File: src/rtl/pst_pkg.sv
`default_nettype none

package pst_pkg;

   typedef enum logic [1:0] {
      MODE_MONO8  = 2'd0,
      MODE_YUV411 = 2'd1,
      MODE_YUV422 = 2'd2,
      MODE_RGB24  = 2'd3
   } mode_type;

   typedef logic [2:0] phase_type;

   localparam phase_type PHASE_0 = 3'd0;
   localparam phase_type PHASE_1 = 3'd1;
   localparam phase_type PHASE_2 = 3'd2;
   localparam phase_type PHASE_3 = 3'd3;
   localparam phase_type PHASE_4 = 3'd4;
   localparam phase_type PHASE_5 = 3'd5;

   localparam logic [7:0] CHROMA_MID = 8'd128;

   // one accepted transaction, with the held bytes as they stood before it
   typedef struct packed {
      mode_type   mode;
      phase_type  phase;
      logic [7:0] data;
      logic       fend;
      logic [7:0] held0;
      logic [7:0] held1;
   } stage_type;

   typedef struct packed {
      logic [7:0] y;
      logic [7:0] u;
      logic [7:0] v;
   } ycc_type;

endpackage

`default_nettype wire

File: src/rtl/pst_ycc.sv
`default_nettype none

module pst_ycc (
   input  wire logic [7:0]      r,
   input  wire logic [7:0]      g,
   input  wire logic [7:0]      b,
   output pst_pkg::ycc_type     ycc
);
   import pst_pkg::*;

   // divide by 2^15, truncating toward zero
   function automatic logic signed [9:0] div_q15(input logic signed [24:0] x);
      logic signed [24:0] t;
      begin
         t = (x < 0) ? (x + 25'sd32767) : x;
         t = t >>> 15;
         div_q15 = $signed(t[9:0]);
      end
   endfunction

   function automatic logic [7:0] clamp8(input logic signed [10:0] x);
      begin
         if (x < 0) begin
            clamp8 = 8'd0;
         end else if (x > 11'sd255) begin
            clamp8 = 8'd255;
         end else begin
            clamp8 = x[7:0];
         end
      end
   endfunction

   logic signed [24:0] rs, gs, bs;
   logic signed [24:0] ysum, usum, vsum;
   logic signed [10:0] yq, uq, vq;

   always_comb begin
      rs   = $signed({17'd0, r});
      gs   = $signed({17'd0, g});
      bs   = $signed({17'd0, b});
      ysum = rs * 25'sd9798 + gs * 25'sd19235 + bs * 25'sd3736;
      usum = bs * 25'sd14221 - rs * 25'sd4784 - gs * 25'sd9437;
      vsum = rs * 25'sd20218 - gs * 25'sd16941 - bs * 25'sd3277;
      yq   = 11'(div_q15(ysum));
      uq   = 11'(div_q15(usum)) + 11'sd128;
      vq   = 11'(div_q15(vsum)) + 11'sd128;
      ycc.y = clamp8(yq);
      ycc.u = clamp8(uq);
      ycc.v = clamp8(vq);
   end

endmodule

`default_nettype wire

File: src/rtl/pst_front.sv
`default_nettype none

module pst_front (
   input  wire logic               clock,
   input  wire logic               reset,
   input  wire logic               csr_valid,
   output logic                    csr_ready,
   input  wire logic [1:0]         csr_pixel_mode,
   input  wire logic               req_valid,
   output logic                    req_ready,
   input  wire logic [7:0]         req_in_byte,
   input  wire logic               req_frame_end,
   input  wire logic               take,
   output logic                    s1_valid,
   output pst_pkg::stage_type      s1
);
   import pst_pkg::*;

   mode_type   mode_ff;
   phase_type  phase_ff, phase_in, ph;
   logic [7:0] held_ff [2];
   logic [7:0] held_in [2];
   logic       s1_valid_ff;
   stage_type  s1_ff;
   logic       accept;

   assign csr_ready = 1'b1;
   assign req_ready = !s1_valid_ff || take;
   assign accept    = req_valid && req_ready;
   assign s1_valid  = s1_valid_ff;
   assign s1        = s1_ff;

   always_comb begin
      ph         = (phase_ff > PHASE_5) ? PHASE_0 : phase_ff;
      phase_in   = PHASE_0;
      held_in[0] = held_ff[0];
      held_in[1] = held_ff[1];
      case (mode_ff)
         MODE_YUV411: begin
            phase_in = (ph == PHASE_5) ? PHASE_0 : ph + 3'd1;
            if (ph == PHASE_0) held_in[0] = req_in_byte;
            if (ph == PHASE_3) held_in[1] = req_in_byte;
         end
         MODE_RGB24: begin
            phase_in = (ph == PHASE_5) ? PHASE_0 : ph + 3'd1;
            if (ph == PHASE_0 || ph == PHASE_3) held_in[0] = req_in_byte;
            if (ph == PHASE_1 || ph == PHASE_4) held_in[1] = req_in_byte;
         end
         default: begin
            phase_in = PHASE_0;
         end
      endcase
      if (req_frame_end) phase_in = PHASE_0;
   end

   always_ff @(posedge clock) begin
      if (reset) begin
         mode_ff     <= MODE_MONO8;
         phase_ff    <= PHASE_0;
         s1_valid_ff <= 1'b0;
      end else begin
         if (csr_valid && csr_ready) begin
            mode_ff  <= mode_type'(csr_pixel_mode);
            phase_ff <= PHASE_0;
         end else if (accept) begin
            phase_ff <= phase_in;
         end
         if (accept) begin
            s1_valid_ff <= 1'b1;
         end else if (take) begin
            s1_valid_ff <= 1'b0;
         end
      end
   end

   always_ff @(posedge clock) begin
      if (accept) begin
         held_ff[0]  <= held_in[0];
         held_ff[1]  <= held_in[1];
         s1_ff.mode  <= mode_ff;
         s1_ff.phase <= ph;
         s1_ff.data  <= req_in_byte;
         s1_ff.fend  <= req_frame_end;
         s1_ff.held0 <= held_ff[0];
         s1_ff.held1 <= held_ff[1];
      end
   end

endmodule

`default_nettype wire

File: src/rtl/pst_pack.sv
`default_nettype none

module pst_pack (
   input  wire logic               clock,
   input  wire logic               reset,
   input  wire logic               s1_valid,
   input  wire pst_pkg::stage_type s1,
   output logic                    take,
   output logic                    rsp_valid,
   input  wire logic               rsp_ready,
   output logic [7:0]              rsp_out_byte,
   output logic                    rsp_run_last,
   output logic                    rsp_frame_done
);
   import pst_pkg::*;

   ycc_type    ycc;
   logic [7:0] grp_in [4];
   logic [2:0] count_in;
   logic [7:0] avg_u, avg_v;

   logic       s2_valid_ff;
   logic [1:0] idx_ff;
   logic [1:0] last_idx_ff;
   logic       fend_ff;
   logic [7:0] grp_ff [4];
   ycc_type    first_ff;
   logic       is_last;
   logic       load;

   pst_ycc u_ycc (
      .r   (s1.held0),
      .g   (s1.held1),
      .b   (s1.data),
      .ycc (ycc)
   );

   assign is_last        = (idx_ff == last_idx_ff);
   assign take           = !s2_valid_ff || (rsp_ready && is_last);
   assign load           = s1_valid && take;
   assign rsp_valid      = s2_valid_ff;
   assign rsp_out_byte   = grp_ff[idx_ff];
   assign rsp_run_last   = is_last;
   assign rsp_frame_done = is_last && fend_ff;

   always_comb begin
      avg_u     = 8'(({1'b0, first_ff.u} + {1'b0, ycc.u}) >> 1);
      avg_v     = 8'(({1'b0, first_ff.v} + {1'b0, ycc.v}) >> 1);
      grp_in[0] = s1.data;
      grp_in[1] = s1.held0;
      grp_in[2] = ycc.y;
      grp_in[3] = avg_v;
      count_in  = 3'd0;
      case (s1.mode)
         MODE_MONO8: begin
            grp_in[1] = CHROMA_MID;
            count_in  = 3'd2;
         end
         MODE_YUV411: begin
            case (s1.phase)
               PHASE_1, PHASE_4: count_in = 3'd2;
               PHASE_2, PHASE_3: count_in = 3'd1;
               PHASE_5: begin
                  grp_in[1] = s1.held1;
                  count_in  = 3'd2;
               end
               default: count_in = 3'd0;
            endcase
         end
         MODE_YUV422: begin
            count_in = 3'd1;
         end
         default: begin
            grp_in[0] = first_ff.y;
            grp_in[1] = avg_u;
            count_in  = (s1.phase == PHASE_5) ? 3'd4 : 3'd0;
         end
      endcase
   end

   always_ff @(posedge clock) begin
      if (reset) begin
         s2_valid_ff <= 1'b0;
         idx_ff      <= 2'd0;
      end else begin
         if (load) begin
            s2_valid_ff <= (count_in != 3'd0);
            idx_ff      <= 2'd0;
         end else if (s2_valid_ff && rsp_ready) begin
            if (is_last) begin
               s2_valid_ff <= 1'b0;
            end else begin
               idx_ff <= idx_ff + 2'd1;
            end
         end
      end
   end

   always_ff @(posedge clock) begin
      if (load) begin
         grp_ff[0]   <= grp_in[0];
         grp_ff[1]   <= grp_in[1];
         grp_ff[2]   <= grp_in[2];
         grp_ff[3]   <= grp_in[3];
         last_idx_ff <= 2'(count_in - 3'd1);
         fend_ff     <= s1.fend;
      end
      if (load && s1.mode == MODE_RGB24 && s1.phase == PHASE_2) begin
         first_ff <= ycc;
      end
   end

endmodule

`default_nettype wire

File: src/rtl/pixel_stream_to_yuy2.sv
// An accepted transaction is registered in the input register, then loaded into the output group
// register, whose bytes go out on rsp one output byte per cycle while rsp_ready is high; an input
// byte waits in the input register until the group register is empty or sends its last byte.
// Input register and output group register overlap, so input is taken while output drains.
// Reset (synchronous, active high) sets mode to mono8, group phase to 0 and empties both stages.
`default_nettype none

module pixel_stream_to_yuy2 (
   input  wire logic       clock,
   input  wire logic       reset,
   input  wire logic       csr_valid,
   output logic            csr_ready,
   input  wire logic [1:0] csr_pixel_mode,
   input  wire logic       req_valid,
   output logic            req_ready,
   input  wire logic [7:0] req_in_byte,
   input  wire logic       req_frame_end,
   output logic            rsp_valid,
   input  wire logic       rsp_ready,
   output logic [7:0]      rsp_out_byte,
   output logic            rsp_run_last,
   output logic            rsp_frame_done
);
   import pst_pkg::*;

   stage_type s1;
   logic      s1_valid;
   logic      take;

   pst_front u_front (
      .clock          (clock),
      .reset          (reset),
      .csr_valid      (csr_valid),
      .csr_ready      (csr_ready),
      .csr_pixel_mode (csr_pixel_mode),
      .req_valid      (req_valid),
      .req_ready      (req_ready),
      .req_in_byte    (req_in_byte),
      .req_frame_end  (req_frame_end),
      .take           (take),
      .s1_valid       (s1_valid),
      .s1             (s1)
   );

   pst_pack u_pack (
      .clock          (clock),
      .reset          (reset),
      .s1_valid       (s1_valid),
      .s1             (s1),
      .take           (take),
      .rsp_valid      (rsp_valid),
      .rsp_ready      (rsp_ready),
      .rsp_out_byte   (rsp_out_byte),
      .rsp_run_last   (rsp_run_last),
      .rsp_frame_done (rsp_frame_done)
   );

endmodule

`default_nettype wire

File: config.mk
export PLATFORM = sky130hd
export DESIGN_NAME = pixel_stream_to_yuy2
export DESIGN_NICKNAME = d
export VERILOG_FILES = /design/src/rtl/pst_pkg.sv /design/src/rtl/pst_ycc.sv /design/src/rtl/pst_front.sv /design/src/rtl/pst_pack.sv /design/src/rtl/pixel_stream_to_yuy2.sv
export SDC_FILE = /design/constraint.sdc
export NUM_CORES = 1
export LEC_CHECK = 0
export ABC_AREA = 1
export BUFFER_PORTS_ARGS = -buffer_cell sky130_fd_sc_hd__buf_4
export CORE_ASPECT_RATIO = 0.9
export CORE_MARGIN = 1.5
export CORE_UTILIZATION = 60
export CTS_CLUSTER_SIZE = 40
export DETAILED_ROUTE_END_ITERATION = 8
export GPL_TIMING_DRIVEN = 0
export HOLD_SLACK_MARGIN = 0.08
export PLACE_DENSITY_LB_ADDON = 0.1
export SLEW_MARGIN = 0
export SYNTH_ARGS = -nofsm -noshare
export SYNTH_HDL_FRONTEND = slang
export SYNTH_SLANG_ARGS = --single-unit
File: constraint.sdc
create_clock -name clock -period 24.1 [get_ports clock]
set_clock_uncertainty 0.1 [all_clocks]
set_input_delay 4.82 -clock clock [delete_from_list [all_inputs] [get_ports clock]]
set_output_delay 4.82 -clock clock [all_outputs]
set_load 0.02 [all_outputs]
After elaboration in Yosys (flattened, before gate mapping)
Memory sizes are Yosys's and may differ from the RTL's. A register that Yosys moved wholly into a read port is not among the register bits.
Cells that the tools add are included.
{"block": "op_classes", "add_sub_neg": 16, "mul": 9, "magnitude_cmp": 10, "eq_ne": 15, "mux": 35, "bitwise_logic": 1, "reduce_logical": 27}
{"operator": "$mux W8", "n": 12}
{"operator": "$mux W25", "n": 3}
{"operator": "$mul A8 B14 Y22 const B", "n": 3}
{"operator": "$add A25 B16 Y25 const B", "n": 2}
{"operator": "$lt A25 B1 Y1 const B", "n": 2}
{"operator": "$sub A23 B23 Y24", "n": 2}
{"operator": "$mul A8 B15 Y23 const B", "n": 2}
{"operator": "$mul A8 B9 Y17 const B", "n": 2}
{"operator": "$pmux W16 S2", "n": 1}
{"operator": "$add A24 B16 Y25 const B", "n": 1}
{"operator": "$add A25 B21 Y25", "n": 1}
{"operator": "$add A25 B24 Y25", "n": 1}
{"operator": "$sub A24 B21 Y25", "n": 1}
{"operator": "$lt A24 B1 Y1 const B", "n": 1}
{"operator": "$pmux W8 S3", "n": 1}
{"operator": "$sub A22 B21 Y23", "n": 1}
{"operator": "$add A10 B9 Y11 const B", "n": 2}
{"operator": "$gt A11 B9 Y1 const B", "n": 2}
{"operator": "$lt A11 B1 Y1 const B", "n": 2}
{"operator": "$mul A8 B13 Y21 const B", "n": 1}
{"operator": "$mul A8 B12 Y20 const B", "n": 1}
{"operator": "$add A8 B8 Y9", "n": 2}
{"operator": "$mux W3", "n": 5}
{"operator": "$eq A3 B3 Y1 const B", "n": 4}
{"operator": "other kinds (26)", "n": 58}
{"block": "word_totals", "reg_bits": 66, "ramBits": 48, "memories": 2}
{"memory": "u_pack.grp_ff", "depth": 4, "width": 8, "read_ports": 1, "rd_ports_with_merged_regs": 1, "wr": 4, "line_no": "pst_pack.sv:26", "text": "logic [7:0] grp_ff [4];"}
{"memory": "u_front.held_ff", "depth": 2, "width": 8, "read_ports": 2, "rd_ports_with_merged_regs": 0, "wr": 2, "line_no": "pst_front.sv:21", "text": "logic [7:0] held_ff [2];"}

Longest topological paths before layout
{"block": "logic_depth", "word_depth": 11, "mapped_depth": 65, "ltp_nobuf": 65}

By module
Synthesis repeated with hierarchy kept, for this count alone.
{"block": "hier_totals", "cells_unflattened": 3300, "area_unflattened_um2": 26098.8}
{"module": "pst_ycc", "n_inst": 1, "cells_per_inst": 2861, "area_each_um2": 21067.7, "seq_area_each_um2": 0.0}
{"module": "pst_pack", "n_inst": 1, "cells_per_inst": 335, "area_each_um2": 3268.1, "seq_area_each_um2": 1871.8}
{"module": "pst_front", "n_inst": 1, "cells_per_inst": 104, "area_each_um2": 1762.9, "seq_area_each_um2": 1501.4}

Worst setup path after synthesis
OpenSTA, ideal clock, no wires.
{"block": "synth_path", "path_kind": "register to register", "start": "register, netlist name u_front.s1[13]", "end": "memory u_pack.grp_ff[1][7] (data pin)", "setup_time_ps": 267, "arrival_time_ps": 10318, "required_ps": 23733, "setup_slack_ps": 13415, "stages_incl_launch_ff": 60, "path_buffers": 1, "synth_period_minus_slack_ps": 10685, "path_cell_list": "edfxtp_1 ha_1 ha_1 inv_1 fa_1 fa_1 inv_1 ha_1 a21oi_1 o21bai_1 a21oi_1 o21bai_1 a21o_1 a21oi_1 xor2_1 inv_1 fa_1 fa_1 [... 24 more ...] inv_1 ha_1 inv_1 nand2_1 nor2_2 nand2_1 o21ai_0 inv_1 ha_1 a21oi_1 o31ai_1 and2_1 o21ai_0 nand2_1 a21oi_1 nor2_1 o21ai_0 o211ai_1"}
{"element": "end: declaration", "line_no": "pst_pack.sv:26"}

==> run_results.csv <==
group,metric,value,unit
synth,yosys-top-cells-area,"ha_1, fa_1, edfxtp_1",
clocking,clock_latency,0.42,ns
clocking,tritoncts,"built",
synth,async_reset_ff_frac,0,
synth,synth_area_per_cell,8.126,um2
cells_and_area,diodes,0,
worst_setup_path,r2r.worst_path.cells,64,
synth,synth_top_cell_by_area,"ha_1",
routing,detail-route-antenna-nets,0,
placed_design,place_hpwl,55500,um
clocking,cts.repair.resized,0,
timing,rsz0062_at_grt,"no",
worst_setup_path,cp.required,24.10,ns
worst_setup_path,path_delay_family,"adder cells",
placed_design,dp_slack,11.41,ns
routing,drt_drc_violations_left,0,
routing,firstDrtPassIters,6,
global_route,grt_first_pass_wirelength,101000,um
routing,wl_per_cell,17.53,um
clocking,clk_path_buf_depth,2,
clocking,post_cts_buffers,0,
timing,tightest_slew,1.369,ns
die,die_height,195.6,um
synth,synth-edff-count,105,
clocking,root_buffer,"clkbuf_16",
routing,drt_wl_total,63910,um
clocking,clk_pin_slew,0.06,ns
synth,syn_nets,3799,
timing,fin_crit_sh,0.5395,
outcome,outcome,"complete, no violations",
synth,netlist-cell-type-count,56,
timing,final_hold_viol_count,0,
clocking,cts_num_sinks,116,
clocking,cts_buffers,17,
worst_setup_path,crit_fanout,11,
global_route,grt_overflow,0,
timing,relSlewSlack,0.08178,
global_route,grt_max_degree,36,
timing,fin_tns_setup,0,ns
worst_setup_path,crit_path_end_kind,"register",
cells_and_area,area_growth,5.989,%
synth,synth_seq_cells,116,
synth,synth_flop_cell,"edfxtp_1",
routing,num_vias,20010,
worst_setup_path,startpoint,"u_front.s1[14]",
global_route,antenna_found_initial,1,
synth,syn-cell-area,24730,um2
worst_hold_path,hp-class,"register to register",
global_route,track_usage,0.3074,
cells_and_area,final_common_cell,"inv_1",
worst_setup_path,worstSetupPathType,"register to register",
cells_and_area,fin_nets,3848,
die,chipWidth,217.0,um
placed_design,gp_congestion,0.9712,
clocking,htreeDepth,4,
synth,synthesis.instances,3044,
timing,final-setup-viol-count,0,
worst_setup_path,cpMostUsedCell,"inv_1",
cells_and_area,drive_above_1_share,0.04250,
die,num_io_pins,29,
die,coreArea,40640,um2
global_route,grt_pass1_vias,19590,
synth,synth_warnings,0,
die,rows,70,
timing,slew_violations,0,
routing,vias_per_cell,5.487,
timing,layout_setup_ws,11.10,ns
cells_and_area,fillers,3549,
placed_design,port_buffers,27,
worst_setup_path,r2r_end,"u_pack.grp_ff[1][7]",
cells_and_area,final_cell_mix,"inv_1, ha_1, nand2_1",
cells_and_area,postLayoutCoreUtil,0.6451,
routing,initialDrtViolationCount,1405,
worst_setup_path,start_kind,"register",
worst_setup_path,ff2ff_setup_slack,11.10,ns
worst_setup_path,slowest_stage,"edfxtp_1",
timing,fin_crit,13.00,ns
job,cap_violations,0,
worst_setup_path,critPathMaxStageDelay,0.80,ns
clocking,holdBufCountCts,0,
worst_setup_path,crit_buf_inv,14,
synth,yosysTopAreaCellShare,0.2580,
worst_setup_path,r2r-start,"u_front.s1[14]",
die,dieArea,42450,um2
die,start_util,0.6087,
synth,ys_seq_area_frac,0.1364,
timing,fmax,0.07691,GHz
worst_setup_path,cp-endpoint,"u_pack.grp_ff[1][7]",
worst_setup_path,arrival,13.01,ns
worst_setup_path,cp.depth,64,
[layer usage]
metal	global-route usage	vias up	share of wire
li1	-	9878	-
met1	0.4407	9494	0.47
met2	0.4833	539	0.44
met3	0.04455	93	0.063
met4	0.08642	2	0.030
met5	0	-	0.00020
[sequential cells by signal, summed over array words and instances (netlist names), named ones only]
name / cells
u_pack.fend_ff: 1
u_pack.first_ff: 24
u_pack.last_idx_ff: 2
u_pack.idx_ff: 2
u_front.s1_valid: 1
u_pack.rsp_valid: 1
u_front.phase_ff: 3
u_pack.grp_ff: 32
u_front.s1: 30
u_front.held_ff: 16
u_front.mode_ff: 2
[cells in the mapped netlist, drive strengths merged, types with 7 or more instances]
cell / count
o22ai: 8
ha: 510
inv: 724
fa: 229
xor2: 108
xnor2: 60
a21oi: 203
nand2: 504
nand3: 116
nor2: 180
edfxtp: 105
dfxtp: 11
nand4: 38
nor3: 17
a31oi: 7
o21ai: 93
o21bai: 45
a21o: 15
nand3b: 11
o211ai: 7
[cell type report]
| cell class | count | area [um2] | area share |
|---|---|---|---|
| buffer | 9 | 47.55 | 0.001814 |
| sequential | 116 | 3373 | 0.1287 |
| clock inverter | 15 | 122.6 | 0.004677 |
| clock buffer | 17 | 425.4 | 0.01623 |
| multi-input combinational | 2195 | 18600 | 0.7095 |
| timing repair buffer | 30 | 252.7 | 0.009641 |
| tap | 540 | 675.6 | 0.02577 |
| inverter | 724 | 2718 | 0.1037 |
[worst min-delay path by stage]
| stage | endpoint | depth (start not counted) | slack (ns) | from |
|---|---|---|---|---|
| after detailed placement | u_front.s1[10] | 0 | 0.30 | u_front.held_ff[0][2] |
| after CTS | u_front.s1[10] | 0 | 0.32 | u_front.held_ff[0][2] |
| after global routing | u_front.s1[0] | 0 | 0.32 | u_front.held_ff[0][8] |
| final | u_pack.fend_ff | 0 | 0.32 | u_front.s1[16] |
| after floorplan | u_front.s1[0] | 0 | 0.30 | u_front.held_ff[0][8] |
| after global placement | u_front.s1[8] | 0 | 0.30 | u_front.held_ff[0][0] |
[through the flow]
stage / hold WS, ns / area (um2) / cells
after floorplan: 0.3003 / 24740 / 3044
after global placement: 0.3010 / 25610 / 3611
after detailed placement: 0.3045 / 25640 / 3613
after CTS: 0.3181 / 26190 / 3645
after global routing: 0.3204 / 26220 / 3646
final: 0.3152 / 26220 / 3646
[cells by family after synthesis]
kind of cell,share of synthesized area
and+or+nand+nor,0.1532
adders and majority gates,0.4433
buffers and inverters,0.1118
AOI/OAI and AO/OA,0.09479
xor gates and xnor gates,0.06040
DFF,0.1364
other,0.0001516
Power is left out: the tool's default activity adds up to more than one toggle a clock period on the data nets, which glitch-free logic cannot reach.
